File: config.mk
export PLATFORM = sky130hd
export DESIGN_NAME = terminal_key_decoder
export DESIGN_NICKNAME = d
export VERILOG_FILES = /design/src/rtl/tkd_pkg.sv /design/src/rtl/tkd_seq_map.sv /design/src/rtl/terminal_key_decoder.sv
export SDC_FILE = /design/constraint.sdc
export NUM_CORES = 1
export LEC_CHECK = 0
export ABC_AREA = 1
export BUFFER_PORTS_ARGS = -buffer_cell sky130_fd_sc_hd__buf_2
export CORE_ASPECT_RATIO = 1.1
export CORE_MARGIN = 8
export CORE_UTILIZATION = 55
export CTS_BUF_LIST = sky130_fd_sc_hd__clkbuf_16
export CTS_CLUSTER_SIZE = 28
export DETAILED_ROUTE_END_ITERATION = 8
export PLACE_DENSITY = 0.83
export SYNTH_ARGS = -nofsm -noshare
export SYNTH_HDL_FRONTEND = slang
export SYNTH_HIERARCHICAL = 1
export SYNTH_SLANG_ARGS = --single-unit
File: constraint.sdc
create_clock -name aclk -period 3.9 [get_ports aclk]
set_clock_uncertainty 0.1 [all_clocks]
set_input_delay 0.585 -clock aclk [delete_from_list [all_inputs] [get_ports aclk]]
set_output_delay 0.585 -clock aclk [all_outputs]
set_load 0.1 [all_outputs]
File: src/rtl/tkd_pkg.sv
`timescale 1ns / 1ps

package tkd_pkg;

    // Decoded key kinds
    typedef enum logic [3:0] {
        KEY_CHAR   = 4'd0,
        KEY_ESCAPE = 4'd1,
        KEY_BKSP   = 4'd2,
        KEY_UP     = 4'd3,
        KEY_DOWN   = 4'd4,
        KEY_RIGHT  = 4'd5,
        KEY_LEFT   = 4'd6,
        KEY_HOME   = 4'd7,
        KEY_END    = 4'd8,
        KEY_INS    = 4'd9,
        KEY_DEL    = 4'd10,
        KEY_PGUP   = 4'd11,
        KEY_PGDN   = 4'd12,
        KEY_FN     = 4'd13,
        KEY_IGN    = 4'd14,
        KEY_ERR    = 4'd15
    } key_kind_t;

    // Parser phase, one-hot
    typedef enum logic [7:0] {
        PH_IDLE     = 8'b0000_0001,
        PH_ESC      = 8'b0000_0010,
        PH_ALT      = 8'b0000_0100,
        PH_INTRO    = 8'b0000_1000,
        PH_DIGIT    = 8'b0001_0000,
        PH_TAIL     = 8'b0010_0000,
        PH_BRACKET2 = 8'b0100_0000,
        PH_UTF8     = 8'b1000_0000
    } phase_t;

    // Key produced by a final byte of an escape sequence
    typedef struct packed {
        key_kind_t   kind;
        logic [3:0]  fn;
    } key_t;

    // Bundle of candidate keys from the sequence mapper
    typedef struct packed {
        key_t letter;
        key_t tilde;
        key_t tail;
        key_t bracket;
    } seq_keys_t;

    localparam logic [7:0] CHAR_ESC   = 8'h1B;
    localparam logic [7:0] CHAR_DEL   = 8'h7F;
    localparam logic [7:0] CHAR_LBRK  = 8'h5B;
    localparam logic [7:0] CHAR_UPPER_O = 8'h4F;
    localparam logic [7:0] CHAR_TILDE = 8'h7E;

    // Offset removed from the gathered UTF-8 bits, by sequence length
    function automatic logic [31:0] utf8_offset(input logic [2:0] len);
        logic [31:0] off;
        case (len)
            3'd2:    off = 32'h0000_3080;
            3'd3:    off = 32'h000E_2080;
            3'd4:    off = 32'h03C8_2080;
            3'd5:    off = 32'hFA08_2080;
            3'd6:    off = 32'h8208_2080;
            default: off = 32'h0000_0000;
        endcase
        return off;
    endfunction

endpackage

File: src/rtl/tkd_seq_map.sv
`timescale 1ns / 1ps

module tkd_seq_map (
    input  logic [7:0]         byte_in,
    input  logic               intro_o,
    input  logic [7:0]         digit_byte,
    input  logic [7:0]         second_digit,
    output tkd_pkg::seq_keys_t keys
);
    import tkd_pkg::*;

    logic [3:0] sec_idx;
    logic [3:0] tail_fn;
    key_t       letter_key;
    key_t       tilde_key;
    key_t       tail_key;
    key_t       bracket_key;

    // Map a final letter after ESC [ or ESC O
    always_comb begin
        letter_key.fn = 4'd0;
        case (byte_in)
            8'h41: letter_key.kind = KEY_UP;
            8'h42: letter_key.kind = KEY_DOWN;
            8'h43: letter_key.kind = KEY_RIGHT;
            8'h44: letter_key.kind = KEY_LEFT;
            8'h48: letter_key.kind = KEY_HOME;
            8'h46: letter_key.kind = KEY_END;
            8'h50: begin
                letter_key.kind = intro_o ? KEY_FN : KEY_DEL;
                letter_key.fn   = intro_o ? 4'd1 : 4'd0;
            end
            8'h51, 8'h52, 8'h53: begin
                letter_key.kind = intro_o ? KEY_FN : KEY_IGN;
                letter_key.fn   = intro_o ? (byte_in[3:0] + 4'd1) : 4'd0;
            end
            default: letter_key.kind = KEY_IGN;
        endcase
    end

    // Map ESC [ digit ~
    always_comb begin
        tilde_key.fn = 4'd0;
        case (digit_byte)
            8'h31, 8'h37: tilde_key.kind = KEY_HOME;
            8'h32:        tilde_key.kind = KEY_INS;
            8'h33:        tilde_key.kind = KEY_DEL;
            8'h34, 8'h38: tilde_key.kind = KEY_END;
            8'h35:        tilde_key.kind = KEY_PGUP;
            8'h36:        tilde_key.kind = KEY_PGDN;
            default:      tilde_key.kind = KEY_IGN;
        endcase
    end

    // Map ESC [ 1x / 2x to a function key number
    assign sec_idx = second_digit[3:0];

    always_comb begin
        tail_fn = 4'd0;
        if (second_digit >= 8'h30 && second_digit <= 8'h39) begin
            if (digit_byte == 8'h31) begin
                case (sec_idx)
                    4'd1:    tail_fn = 4'd1;
                    4'd2:    tail_fn = 4'd2;
                    4'd3:    tail_fn = 4'd3;
                    4'd4:    tail_fn = 4'd4;
                    4'd5:    tail_fn = 4'd5;
                    4'd7:    tail_fn = 4'd6;
                    4'd8:    tail_fn = 4'd7;
                    4'd9:    tail_fn = 4'd8;
                    default: tail_fn = 4'd0;
                endcase
            end else begin
                case (sec_idx)
                    4'd0:    tail_fn = 4'd9;
                    4'd1:    tail_fn = 4'd10;
                    4'd3:    tail_fn = 4'd11;
                    4'd4:    tail_fn = 4'd12;
                    default: tail_fn = 4'd0;
                endcase
            end
        end
        tail_key.kind = (tail_fn == 4'd0) ? KEY_IGN : KEY_FN;
        tail_key.fn   = tail_fn;
    end

    // Map ESC [ [ A-E (linux console F1-F5)
    always_comb begin
        if (byte_in >= 8'h41 && byte_in <= 8'h45) begin
            bracket_key.kind = KEY_FN;
            bracket_key.fn   = byte_in[3:0];
        end else begin
            bracket_key.kind = KEY_IGN;
            bracket_key.fn   = 4'd0;
        end
    end

    // Bundle the candidate keys
    assign keys = {letter_key, tilde_key, tail_key, bracket_key};

endmodule

File: src/rtl/terminal_key_decoder.sv
`timescale 1ns / 1ps

// Terminal key decoder. Each transfer on the s_ side is either a received byte
// (s_operation = 0) or a receive timeout tick (s_operation = 1); each gives at
// most one decoded key on the m_ side. Escape sequences (xterm, rxvt, linux),
// a lone ESC ended by a timeout, byte 127 as backspace and multi-byte UTF-8
// are recognized. The block takes one transfer per clock: the parser advances
// on each transfer, and the key appears in the output register in the cycle
// after the transfer that completes it. s_ready stays high while the output
// register is empty or being drained, so a stalled m_ side stalls input.
module terminal_key_decoder (
    input  logic        aclk,
    input  logic        aresetn,
    input  logic        s_valid,
    output logic        s_ready,
    input  logic        s_operation,
    input  logic [7:0]  s_data_byte,
    output logic        m_valid,
    input  logic        m_ready,
    output logic [3:0]  m_key_kind,
    output logic [30:0] m_code_point,
    output logic [3:0]  m_function_number
);
    import tkd_pkg::*;

    phase_t      phase_reg, phase_next;
    logic        intro_o_reg, intro_o_next;
    logic [7:0]  digit_reg, digit_next;
    logic [7:0]  second_reg, second_next;
    logic [31:0] acc_reg, acc_next;
    logic [2:0]  rem_reg, rem_next;
    logic [2:0]  len_reg, len_next;
    logic        invalid_reg, invalid_next;

    logic        out_valid_reg, out_valid_next;
    key_kind_t   kind_reg, kind_next;
    logic [30:0] cp_reg, cp_next;
    logic [3:0]  fn_reg, fn_next;

    logic        accept;
    logic        timeout;
    logic [7:0]  b;
    logic        emit;
    key_kind_t   emit_kind;
    logic [30:0] emit_cp;
    logic [3:0]  emit_fn;
    logic        idle_work;
    logic [31:0] acc_shift;
    logic [31:0] cp_full;
    logic [2:0]  rem_dec;
    logic [2:0]  lead_len;
    seq_keys_t   keys;

    assign s_ready = !out_valid_reg || m_ready;
    assign accept  = s_valid && s_ready;
    assign timeout = s_operation;
    assign b       = s_data_byte;

    tkd_seq_map u_seq_map (
        .byte_in      (b),
        .intro_o      (intro_o_reg),
        .digit_byte   (digit_reg),
        .second_digit (second_reg),
        .keys         (keys)
    );

    // UTF-8 gathering arithmetic
    assign acc_shift = {acc_reg[25:0], 6'b0} + {24'b0, b};
    assign rem_dec   = (rem_reg != 3'd0) ? (rem_reg - 3'd1) : 3'd0;
    assign cp_full   = acc_shift - utf8_offset(len_reg);

    // Sequence length from the lead byte
    always_comb begin
        if (b < 8'hE0)      lead_len = 3'd2;
        else if (b < 8'hF0) lead_len = 3'd3;
        else if (b < 8'hF8) lead_len = 3'd4;
        else if (b < 8'hFC) lead_len = 3'd5;
        else                lead_len = 3'd6;
    end

    // Parser step for one transfer
    always_comb begin
        phase_next   = phase_reg;
        intro_o_next = intro_o_reg;
        digit_next   = digit_reg;
        second_next  = second_reg;
        acc_next     = acc_reg;
        rem_next     = rem_reg;
        len_next     = len_reg;
        invalid_next = invalid_reg;
        emit         = 1'b0;
        emit_kind    = KEY_IGN;
        emit_cp      = 31'd0;
        emit_fn      = 4'd0;
        idle_work    = 1'b0;

        case (phase_reg)
            PH_IDLE: idle_work = 1'b1;
            PH_ESC: begin
                if (timeout) begin
                    emit = 1'b1;
                    emit_kind = KEY_ESCAPE;
                end else if (b >= 8'h61 && b <= 8'h7A) begin
                    emit = 1'b1;
                end else if (b == CHAR_ESC) begin
                    phase_next = PH_ALT;
                end else if (b == CHAR_LBRK || b == CHAR_UPPER_O) begin
                    intro_o_next = (b == CHAR_UPPER_O);
                    phase_next   = PH_INTRO;
                end else begin
                    emit = 1'b1;
                end
            end
            PH_ALT: begin
                if (!timeout && (b == CHAR_LBRK || b == CHAR_UPPER_O)) begin
                    intro_o_next = (b == CHAR_UPPER_O);
                    phase_next   = PH_INTRO;
                end else begin
                    emit = 1'b1;
                end
            end
            PH_INTRO: begin
                if (timeout) begin
                    emit = 1'b1;
                    emit_kind = KEY_ESCAPE;
                end else if (!intro_o_reg && b >= 8'h30 && b <= 8'h39) begin
                    digit_next = b;
                    phase_next = PH_DIGIT;
                end else if (!intro_o_reg && b == CHAR_LBRK) begin
                    phase_next = PH_BRACKET2;
                end else begin
                    emit      = 1'b1;
                    emit_kind = keys.letter.kind;
                    emit_fn   = keys.letter.fn;
                end
            end
            PH_DIGIT: begin
                if (timeout) begin
                    emit = 1'b1;
                    emit_kind = KEY_ESCAPE;
                end else if (b == CHAR_TILDE) begin
                    emit      = 1'b1;
                    emit_kind = keys.tilde.kind;
                end else if (digit_reg == 8'h31 || digit_reg == 8'h32) begin
                    second_next = b;
                    phase_next  = PH_TAIL;
                end else begin
                    emit      = 1'b1;
                    emit_kind = (b == 8'h68) ? KEY_INS : KEY_IGN;
                end
            end
            PH_TAIL: begin
                emit = 1'b1;
                if (timeout) begin
                    emit_kind = KEY_ESCAPE;
                end else begin
                    emit_kind = keys.tail.kind;
                    emit_fn   = keys.tail.fn;
                end
            end
            PH_BRACKET2: begin
                emit = 1'b1;
                if (timeout) begin
                    emit_kind = KEY_ESCAPE;
                end else begin
                    emit_kind = keys.bracket.kind;
                    emit_fn   = keys.bracket.fn;
                end
            end
            PH_UTF8: begin
                if (timeout) begin
                    emit = 1'b1;
                    emit_kind = KEY_ERR;
                end else begin
                    if (b[7:6] != 2'b10) begin
                        invalid_next = 1'b1;
                    end else begin
                        acc_next = acc_shift;
                    end
                    rem_next = rem_dec;
                    if (rem_dec == 3'd0) begin
                        emit = 1'b1;
                        if (invalid_reg || b[7:6] != 2'b10) begin
                            emit_kind = KEY_ERR;
                        end else begin
                            emit_kind = KEY_CHAR;
                            emit_cp   = cp_full[30:0];
                        end
                    end
                end
            end
            default: idle_work = 1'b1;
        endcase

        // Idle: plain bytes, ESC start, UTF-8 lead bytes
        if (idle_work) begin
            phase_next = PH_IDLE;
            if (!timeout) begin
                if (b == CHAR_ESC) begin
                    phase_next = PH_ESC;
                end else if (b == CHAR_DEL) begin
                    emit = 1'b1;
                    emit_kind = KEY_BKSP;
                end else if (b < 8'h80) begin
                    emit      = 1'b1;
                    emit_kind = KEY_CHAR;
                    emit_cp   = {23'd0, b};
                end else if (b < 8'hC0 || b >= 8'hFE) begin
                    emit = 1'b1;
                    emit_kind = KEY_ERR;
                end else begin
                    acc_next     = {24'd0, b};
                    len_next     = lead_len;
                    rem_next     = lead_len - 3'd1;
                    invalid_next = 1'b0;
                    phase_next   = PH_UTF8;
                end
            end
        end

        if (emit) begin
            phase_next = PH_IDLE;
        end
    end

    // Output register: load on a key, drop on a drained transfer
    always_comb begin
        out_valid_next = out_valid_reg;
        kind_next      = kind_reg;
        cp_next        = cp_reg;
        fn_next        = fn_reg;
        if (m_ready) begin
            out_valid_next = 1'b0;
        end
        if (accept && emit) begin
            out_valid_next = 1'b1;
            kind_next      = emit_kind;
            cp_next        = emit_cp;
            fn_next        = emit_fn;
        end
    end

    // Control state
    always_ff @(posedge aclk) begin
        if (!aresetn) begin
            phase_reg     <= PH_IDLE;
            out_valid_reg <= 1'b0;
        end else begin
            if (accept) begin
                phase_reg <= phase_next;
            end
            out_valid_reg <= out_valid_next;
        end
    end

    // Payload and sequence context
    always_ff @(posedge aclk) begin
        if (accept) begin
            intro_o_reg <= intro_o_next;
            digit_reg   <= digit_next;
            second_reg  <= second_next;
            acc_reg     <= acc_next;
            rem_reg     <= rem_next;
            len_reg     <= len_next;
            invalid_reg <= invalid_next;
        end
        kind_reg <= kind_next;
        cp_reg   <= cp_next;
        fn_reg   <= fn_next;
    end

    assign m_valid           = out_valid_reg;
    assign m_key_kind        = kind_reg;
    assign m_code_point      = cp_reg;
    assign m_function_number = fn_reg;

endmodule
# == Yosys cells after proc, flatten, opt, wreduce, memory -nomap -nowiden ==
# Memories as Yosys holds them, arrays and structs flattened. A register that Yosys moved wholly into a read port is not among the register bits.
# Cells that the tools add are included.
# word_totals
register_bits,104
mem_bits_ro,64
output_inout_bits,41
wordCells,255
n_memories,1
# memory_table
name,depth,width,read_ports,rd_ports_with_merged_regs,write_ports,line,rtl
(no name shown),16,4,1,1,0,tkd_seq_map.sv:62,case (sec_idx)
# op_classes
add_sub_neg,5
order_cmp,15
eq_ne,55
muxes,127
bitwise,7
n_reduce_logical,33
# op_table
operator,count
32-bit two-way mux,9
31-bit two-way mux,9
31-bit case mux with 5 select lines,1
8-bit two-way mux,18
"8-bit by 7-bit == test with 1-bit output, second input constant",16
4-bit two-way mux,26
"8-bit by 6-bit == test with 1-bit output, second input constant",9
"8-bit < comparator, second input constant",6
4-bit case mux with 6 select lines,2
3-bit two-way mux,14
1-bit two-way mux,36
32-bit by 8-bit adder with 32-bit output,1
4-bit case mux with 8 select lines,1
8-bit case mux with 4 select lines,1
31-bit subtractor,1
"4-bit != test, second input constant",7
"8-bit by 5-bit == test with 1-bit output, second input constant",2
"8-bit by 6-bit greater-or-equal comparator with 1-bit output, second input constant",2
"8-bit by 7-bit greater-or-equal comparator with 1-bit output, second input constant",2
"8-bit by 6-bit <= comparator with 1-bit output, second input constant",2
"8-bit by 7-bit <= comparator with 1-bit output, second input constant",2
4-bit case mux with 4 select lines,1
7-bit AND reduction,2
"2-bit != test, second input constant",6
34 further kinds,66

# == Logic depth before layout (Yosys ltp) ==
# Gate-level depths: netlist of the first run.
# logic_depth
ltp_word,15
ltp_mapped,22

# == By module ==
# The synthesis of the first run kept the hierarchy.
# modules_own_cells
module,n_inst,cells_per_inst,area_per_inst_um2
terminal_key_decoder,1,937,7174.4
tkd_seq_map,1,181,912.1

# == Worst setup path after synthesis of the first run ==
# OpenSTA, ideal clock, no wires.
# synth_path
path_kind,register to register
from,reg out_valid_reg (netlist: m_valid)
to,"reg cp_reg[0] (netlist: m_code_point[0]), enable pin"
t_arrival_ns,3.597
required_ns,3.366
path_slack_ns,-0.230
path_stages_with_launch,6
path_buffers,0
cell_sequence,dfxtp_1 > nand2_1 > nand2_1 > clkinv_1 > nand2_1 > inv_1
# synth_between
elab_chain_cells,4
# synth_lines
item,line,rtl
start: declaration,terminal_key_decoder.sv:35,"logic out_valid_reg, out_valid_next;"
start signal: assignment,terminal_key_decoder.sv:252,out_valid_reg <= out_valid_next;
1-bit logical NOT,terminal_key_decoder.sv:54,assign s_ready = !out_valid_reg || m_ready;
1-bit logical OR,terminal_key_decoder.sv:54,
named net s_ready,terminal_key_decoder.sv:15,"output logic s_ready,"
1-bit logical AND,terminal_key_decoder.sv:55,assign accept = s_valid && s_ready;
named net accept,terminal_key_decoder.sv:40,logic accept;
1-bit logical AND,terminal_key_decoder.sv:235,if (accept && emit) begin
end signal: assignment,terminal_key_decoder.sv:268,cp_reg <= cp_next;
end: declaration,terminal_key_decoder.sv:37,"logic [30:0] cp_reg, cp_next;"
# The timed path passes the listed nets, and every way through them passes these cells.
# A chain may end at the register's enable or synchronous reset.

# == Worst setup path in the final report of the first run ==
# layout_path
from,reg acc_reg[0]
to,"reg cp_reg[30] (netlist: m_code_point[30]), data pin"
# layout_between
elab_chain_cells,11
# layout_lines
item,line,rtl
start: declaration,terminal_key_decoder.sv:30,"logic [31:0] acc_reg, acc_next;"
start signal: assignment,terminal_key_decoder.sv:262,acc_reg <= acc_next;
32-bit by 8-bit adder with 32-bit output *,terminal_key_decoder.sv:68,"assign acc_shift = {acc_reg[25:0], 6'b0} + {24'b0, b};"
31-bit subtractor *,terminal_key_decoder.sv:70,assign cp_full = acc_shift - utf8_offset(len_reg);
31-bit two-way mux *,terminal_key_decoder.sv:183,if (invalid_reg || b[7:6] != 2'b10) begin
31-bit two-way mux *,terminal_key_decoder.sv:181,if (rem_dec == 3'd0) begin
31-bit two-way mux *,terminal_key_decoder.sv:171,if (timeout) begin
31-bit two-way mux *,terminal_key_decoder.sv:97,case (phase_reg)
31-bit two-way mux,terminal_key_decoder.sv:204,end else if (b < 8'h80) begin
31-bit two-way mux,terminal_key_decoder.sv:201,end else if (b == CHAR_DEL) begin
31-bit two-way mux,terminal_key_decoder.sv:199,if (b == CHAR_ESC) begin
31-bit two-way mux,terminal_key_decoder.sv:198,if (!timeout) begin
31-bit two-way mux *,terminal_key_decoder.sv:196,if (idle_work) begin
named net emit_cp[30],terminal_key_decoder.sv:45,logic [30:0] emit_cp;
# The timed path passes the listed nets; every way through them passes the cells marked *.

==> flow_summary_export.csv, run 1 <==
group,metric,value,unit
outcome,outcome,"completed",
hold_path,hold_path_class,"primary input to flop",
drt,num_vias,7569,
die,ios,54,
cts,ctsHoldBuffers,0,
cts,clockBufferDepth,2,
sta,setup_viol,0,
die,fp.coreArea,0.0144,mm^2
final_layout,syn_to_final_growth,11.6,%
placed_design,dp_hpwl,16500,um
setup_path,cp_max_fo,4,
cts,clk_pin_slew,80,ps
yosys,yosys_warnings,6,
final_layout,largest_reg_flops,31,
power,p_leak,0.00423,uW
drt,drt_pass1_iterations,7,
setup_path,reg2reg_from,"acc_reg[0]",
drt,drt_wl_total,21300,um
power,finalPower,3180,uW
setup_path,crit_arrival,3690,ps
cts,cts-root-buf,"clkbuf_16",
grt,grt_pass1_wl,35200,um
sta,final_max_slew_viol_count,0,
setup_path,worstSetupPathType,"flop to flop",
job,cap_violations,0,
grt,grtUsageTotal,0.234,
final_layout,antennaDiodeCount,0,
final_layout,layout.nets,1226,
final_layout,drive_gt1_frac,0.210,
die,die_h,143,um
drt,routedWlPerCell,15.4,um
placed_design,routabilityCongestion,0.982,
cts,cts_made_buffers,9,
drt,drtIter0Drc,512,
placed_design,port_buffers,53,
die,start_util,0.560,
hold_path,whs_endpoint,"phase_reg[0]",
yosys,avgSynthCellArea,7.23,um^2
setup_path,rr_endpoint,"m_code_point[30]",
die,die_x,131,um
setup_path,cp_data_required_time,3930,ps
sta,hold_violations,0,
sta,slew_headroom,0.649,
placed_design,dp_slack,-120,ps
die,placementRows,46,
sta,period_minus_slack,3660,ps
setup_path,reg2reg_slack,240,ps
cts,cts_sinks,97,
die,die-area,0.0188,mm^2
power,ir_drop,0.217,mV
yosys,syn_area,0.00806,mm^2
sta,layout_setup_ws,240,ps
hold_path,hp-start,"aresetn",
cts,cts_tree,"done",
setup_path,start_kind,"flop",
cts,insertion_delay,370,ps
drt,drt-vias-per-instance,5.46,
power,power_density,353,mW/mm^2
setup_path,worst_setup_path_end_kind,"flop",
drt,ant_nets,0,
grt,gr-total-overflow,0,
sta,whs,390,ps
sta,fmax,273,MHz
hold_path,worstHoldPathCells,2,
yosys,synth_cells,1114,
cts,cts_htree_levels,3,
grt,grt_max_degree,31,
sta,worst_pin_slew,526,ps
setup_path,rr_worst_depth,21,
sta,final.period_utilization,0.939,
grt,antenna_found_initial,0,
drt,drcViolationCount,0,
grt,grt_pass1_vias,7539,
sta,fin_tns_setup,0,ps
[cell usage in the layout, fill, tap and decap left out, drive strengths merged]
cell type and n:
a2111oi 1, a21boi 2, a21oi 39, a22oi 13, a31oi 5, and2 2, buf 73, clkbuf 9
clkinv 4, conb 6, dfxtp 9, edfxtp 88, fa 1, ha 24, inv 200, mux2i 1
nand2 299, nand3 95, nand3b 2, nand4 30, nor2 193, nor3 11, nor4 1, o2111ai 2
o211ai 3, o21a 1, o21ai 43, o21bai 5, o221ai 1, o22ai 4, o311ai 1, o31ai 1
or2 4, xnor2 2, xor2 18
[metrics by stage]
stage,cells,area (um^2),utilization
6_report,1385,8990,0.625
5_1_grt,1385,8990,0.625
4_1_cts,1384,8920,0.620
3_5_place_dp,1368,8620,0.599
3_3_place_gp,1368,8620,0.599
2_1_floorplan,1118,8070,-
[metal layers]
layer / GRT usage / vias to the layer above / share of wire
li1: - / 3744 / -
met1: 0.244 / 3457 / 0.38
met2: 0.421 / 281 / 0.51
met3: 0.0495 / 87 / 0.057
met4: 0.157 / 0 / 0.053
met5: 0 / - / 0
[layout make-up]
cell class,instances,area [um^2]
fill,1295,5400
multi-input combinational,810,4460
sequential,97,2820
inverter,197,749
timing repair buffer,73,415
tap,192,240
clock buffer,9,225
clock inverter,7,78.8
[worst max-delay path by stage]
stage / cells past startpoint / start / endpoint / slack, ps
after detailed placement: 22 / s_data_byte[6] / m_code_point[30] / -120
final: 21 / acc_reg[0] / m_code_point[30] / 240
after global routing: 21 / acc_reg[0] / m_code_point[29] / -20
after global placement: 22 / s_data_byte[6] / m_code_point[26] / -30
after floorplan: 5 / m_valid / m_code_point[0] / 100
after CTS: 21 / acc_reg[0] / m_code_point[30] / 130
[report_power, final]
group | internal [uW] | total [uW] | switching (uW)
logic | 235 | 969 | 734
clock network | 461 | 937 | 476
registers | 1220 | 1270 | 48.3
total | 1920 | 3180 | 1260
[worst max-delay path, cell delays in order (launching register included)]
cell,delay (ps)
edfxtp_1,370
ha_2,180
inv_1,50
fa_1,380
inv_1,80
nand2_1,100
nor2_2,160
nand4_1,150
or2_4,270
nor4_4,130
xor2_1,250
inv_1,120
ha_4,300
nand2_2,80
nor2_2,110
inv_1,80
nor2_2,160
nand3_2,100
nand3_1,100
nand2_1,50
inv_1,40
nor2_1,30
[timing repair]
| item | in CTS | in global routing |
|---|---|---|
| buffers inserted | 0 | 1 |
| endpoints found under the setup margin | 0 | 6 |
| resized for setup | 0 | 15 |
No activity file was read; power rests on OpenSTA's default activity.
==> inputs of run 2 (changes only) <==
--- a/config.mk
+++ b/config.mk
@@ -13,6 +13,7 @@
 export CTS_BUF_LIST = sky130_fd_sc_hd__clkbuf_16
 export CTS_CLUSTER_SIZE = 28
 export DETAILED_ROUTE_END_ITERATION = 8
+export MAX_ROUTING_LAYER = met4
 export PLACE_DENSITY = 0.83
 export SYNTH_ARGS = -nofsm -noshare
 export SYNTH_HDL_FRONTEND = slang
==> flow_summary_export.csv, run 2 (synthesized netlist as in run 1, its figures left out) <==
group,metric,value,unit
sta,final_max_slew_viol_count,0,
grt,antenna_found_initial,0,
setup_path,crit_buf_inv,5,
power,power.internal,1920,uW
power,p_seq_frac,0.403,
setup_path,max_stage_delay,370,ps
cts,cts_htree_levels,3,
placed_design,dpl.cell_count,1368,
setup_path,critPathTopFamily,"simple AND/OR/NAND/NOR gates",
placed_design,port_buffers,53,
setup_path,crit_top_cell,"inv_1",
grt,grtUsageTotal,0.240,
cts,clockBufferDepth,2,
placed_design,dp_slack,-260,ps
sta,hold_violations,0,
setup_path,crit_arrival,3740,ps
grt,grt_max_degree,31,
hold_path,hold_path_class,"primary input to flop",
die,fp.coreArea,0.0144,mm^2
drt,routedWlPerCell,15.4,um
final_layout,antennaDiodeCount,0,
drt,drcViolationCount,0,
setup_path,cp_data_required_time,3930,ps
grt,grt_pass1_vias,7594,
cts,ctsHoldBuffers,0,
grt,gr-total-overflow,0,
sta,slew_headroom,0.652,
die,die_h,143,um
cts,insertion_delay,360,ps
die,placementRows,46,
die,die-area,0.0188,mm^2
power,power_density,351,mW/mm^2
cts,cts_made_buffers,9,
placed_design,routabilityCongestion,1.01,
sta,period_minus_slack,3710,ps
grt,grt_pass1_wl,35300,um
hold_path,worstHoldPathCells,2,
setup_path,worst_setup_path_end_kind,"flop",
hold_path,hp-start,"aresetn",
setup_path,cp_cell_sequence,"ha_1, inv_1, fa_2, inv_1, nand2_1, nor2_2, nand4_1, or2_4, nor4_4, xor2_1, inv_1, ha_4, nand2_1, nor2_1, inv_1, nor2_2, nand3_1, nand3_1, nand2_1, inv_1, nor2_1",
power,clkPwrFrac,0.290,
final_layout,layoutNonFillerInstCount,1388,
outcome,outcome,"completed",
setup_path,rr_endpoint,"m_code_point[26]",
final_layout,layout.nets,1229,
setup_path,rr_worst_depth,21,
final_layout,final_cell_mix,"260 x nand2_1, 165 x inv_1, 147 x nor2_1",
hold_path,whs_endpoint,"phase_reg[0]",
setup_path,slowest_stage,"edfxtp_1",
die,die_x,131,um
drt,ant_nets,0,
drt,drtIter0Drc,610,
sta,final.period_utilization,0.951,
final_layout,drive_gt1_frac,0.208,
drt,num_vias,7570,
drt,drt_pass1_iterations,6,
power,swShare,0.394,
final_layout,syn_to_final_growth,11.6,%
setup_path,worstSetupPathType,"flop to flop",
setup_path,cp_max_fo,4,
sta,worst_pin_slew,517,ps
final_layout,largest_reg_flops,31,
die,start_util,0.560,
sta,layout_setup_ws,191,ps
setup_path,reg2reg_from,"acc_reg[0]",
sta,setup_viol,0,
setup_path,start_kind,"flop",
drt,drt_wl_total,21400,um
power,pwr-share-comb,0.308,
power,p_leak,0.00424,uW
cts,clk_pin_slew,80,ps
cts,cts_sinks,97,
setup_path,reg2reg_slack,190,ps
final_layout,layout_commonest_cell,"nand2_1",
placed_design,dp_hpwl,16800,um
drt,drt-vias-per-instance,5.45,
power,ir_drop,0.228,mV
cts,cts_tree,"done",
die,ios,54,
sta,fmax,270,MHz
cts,cts-root-buf,"clkbuf_16",
power,switchingPower,1250,uW
job,cap_violations,0,
==> run 2: power by group through the flow <==
stage	sequential, uW	clock, uW	combinational, uW
5_1_grt	1280	964	1060
4_1_cts	1270	930	957
6_report	1270	916	972
3_5_place_dp	1300	0	954
2_1_floorplan	1540	0	498
3_3_place_gp	1290	0	939
==> run 2: per-layer routing <==
metal,global-route usage,routed length [um]
met4,0.185,1320
met2,0.415,10800
met1,0.245,8190
met5,-,0
met3,0.0344,1110
==> run 2: how the worst max path moves through the flow <==
stage / startpoint / cells after the start / slack, ps / endpoint
5_1_grt: acc_reg[0] / 21 / -70 / m_code_point[28]
3_3_place_gp: s_data_byte[6] / 22 / -40 / m_code_point[26]
4_1_cts: acc_reg[0] / 21 / 20 / m_code_point[29]
2_1_floorplan: m_valid / 5 / 100 / m_code_point[0]
6_report: acc_reg[0] / 21 / 190 / m_code_point[26]
3_5_place_dp: s_data_byte[6] / 22 / -260 / m_code_point[29]
==> run 2: area by class of cell <==
| cell class | count | area (um^2) |
|---|---|---|
| clock buffers | 9 | 225 |
| clock inverters | 7 | 68.8 |
| fillers | 1306 | 5400 |
| inverters | 197 | 749 |
| multi-input cells | 810 | 4450 |
| flip-flops and latches | 97 | 2820 |
| well taps | 192 | 240 |
| repair buffers | 76 | 438 |
==> run 2: through the flow <==
stage                     power [uW]  hold WS [ps]  area (um^2)   util  TNS [ps]
final                           3160           402         8990  0.625         0
after global routing            3300           413         8990  0.625      -233
after CTS                       3160           389         8910  0.620         0
after detailed placement        2250           395         8620  0.599     -1280
after global placement          2230           380         8620  0.599     -90.6
after floorplan                 2040           361         8070      -         0
==> run 2: what timing repair did <==
item / 4_1_cts / 5_1_grt
gates resized for setup: 0 / 11
setup buffers: 0 / 4
endpoints found under the setup margin: 0 / 6
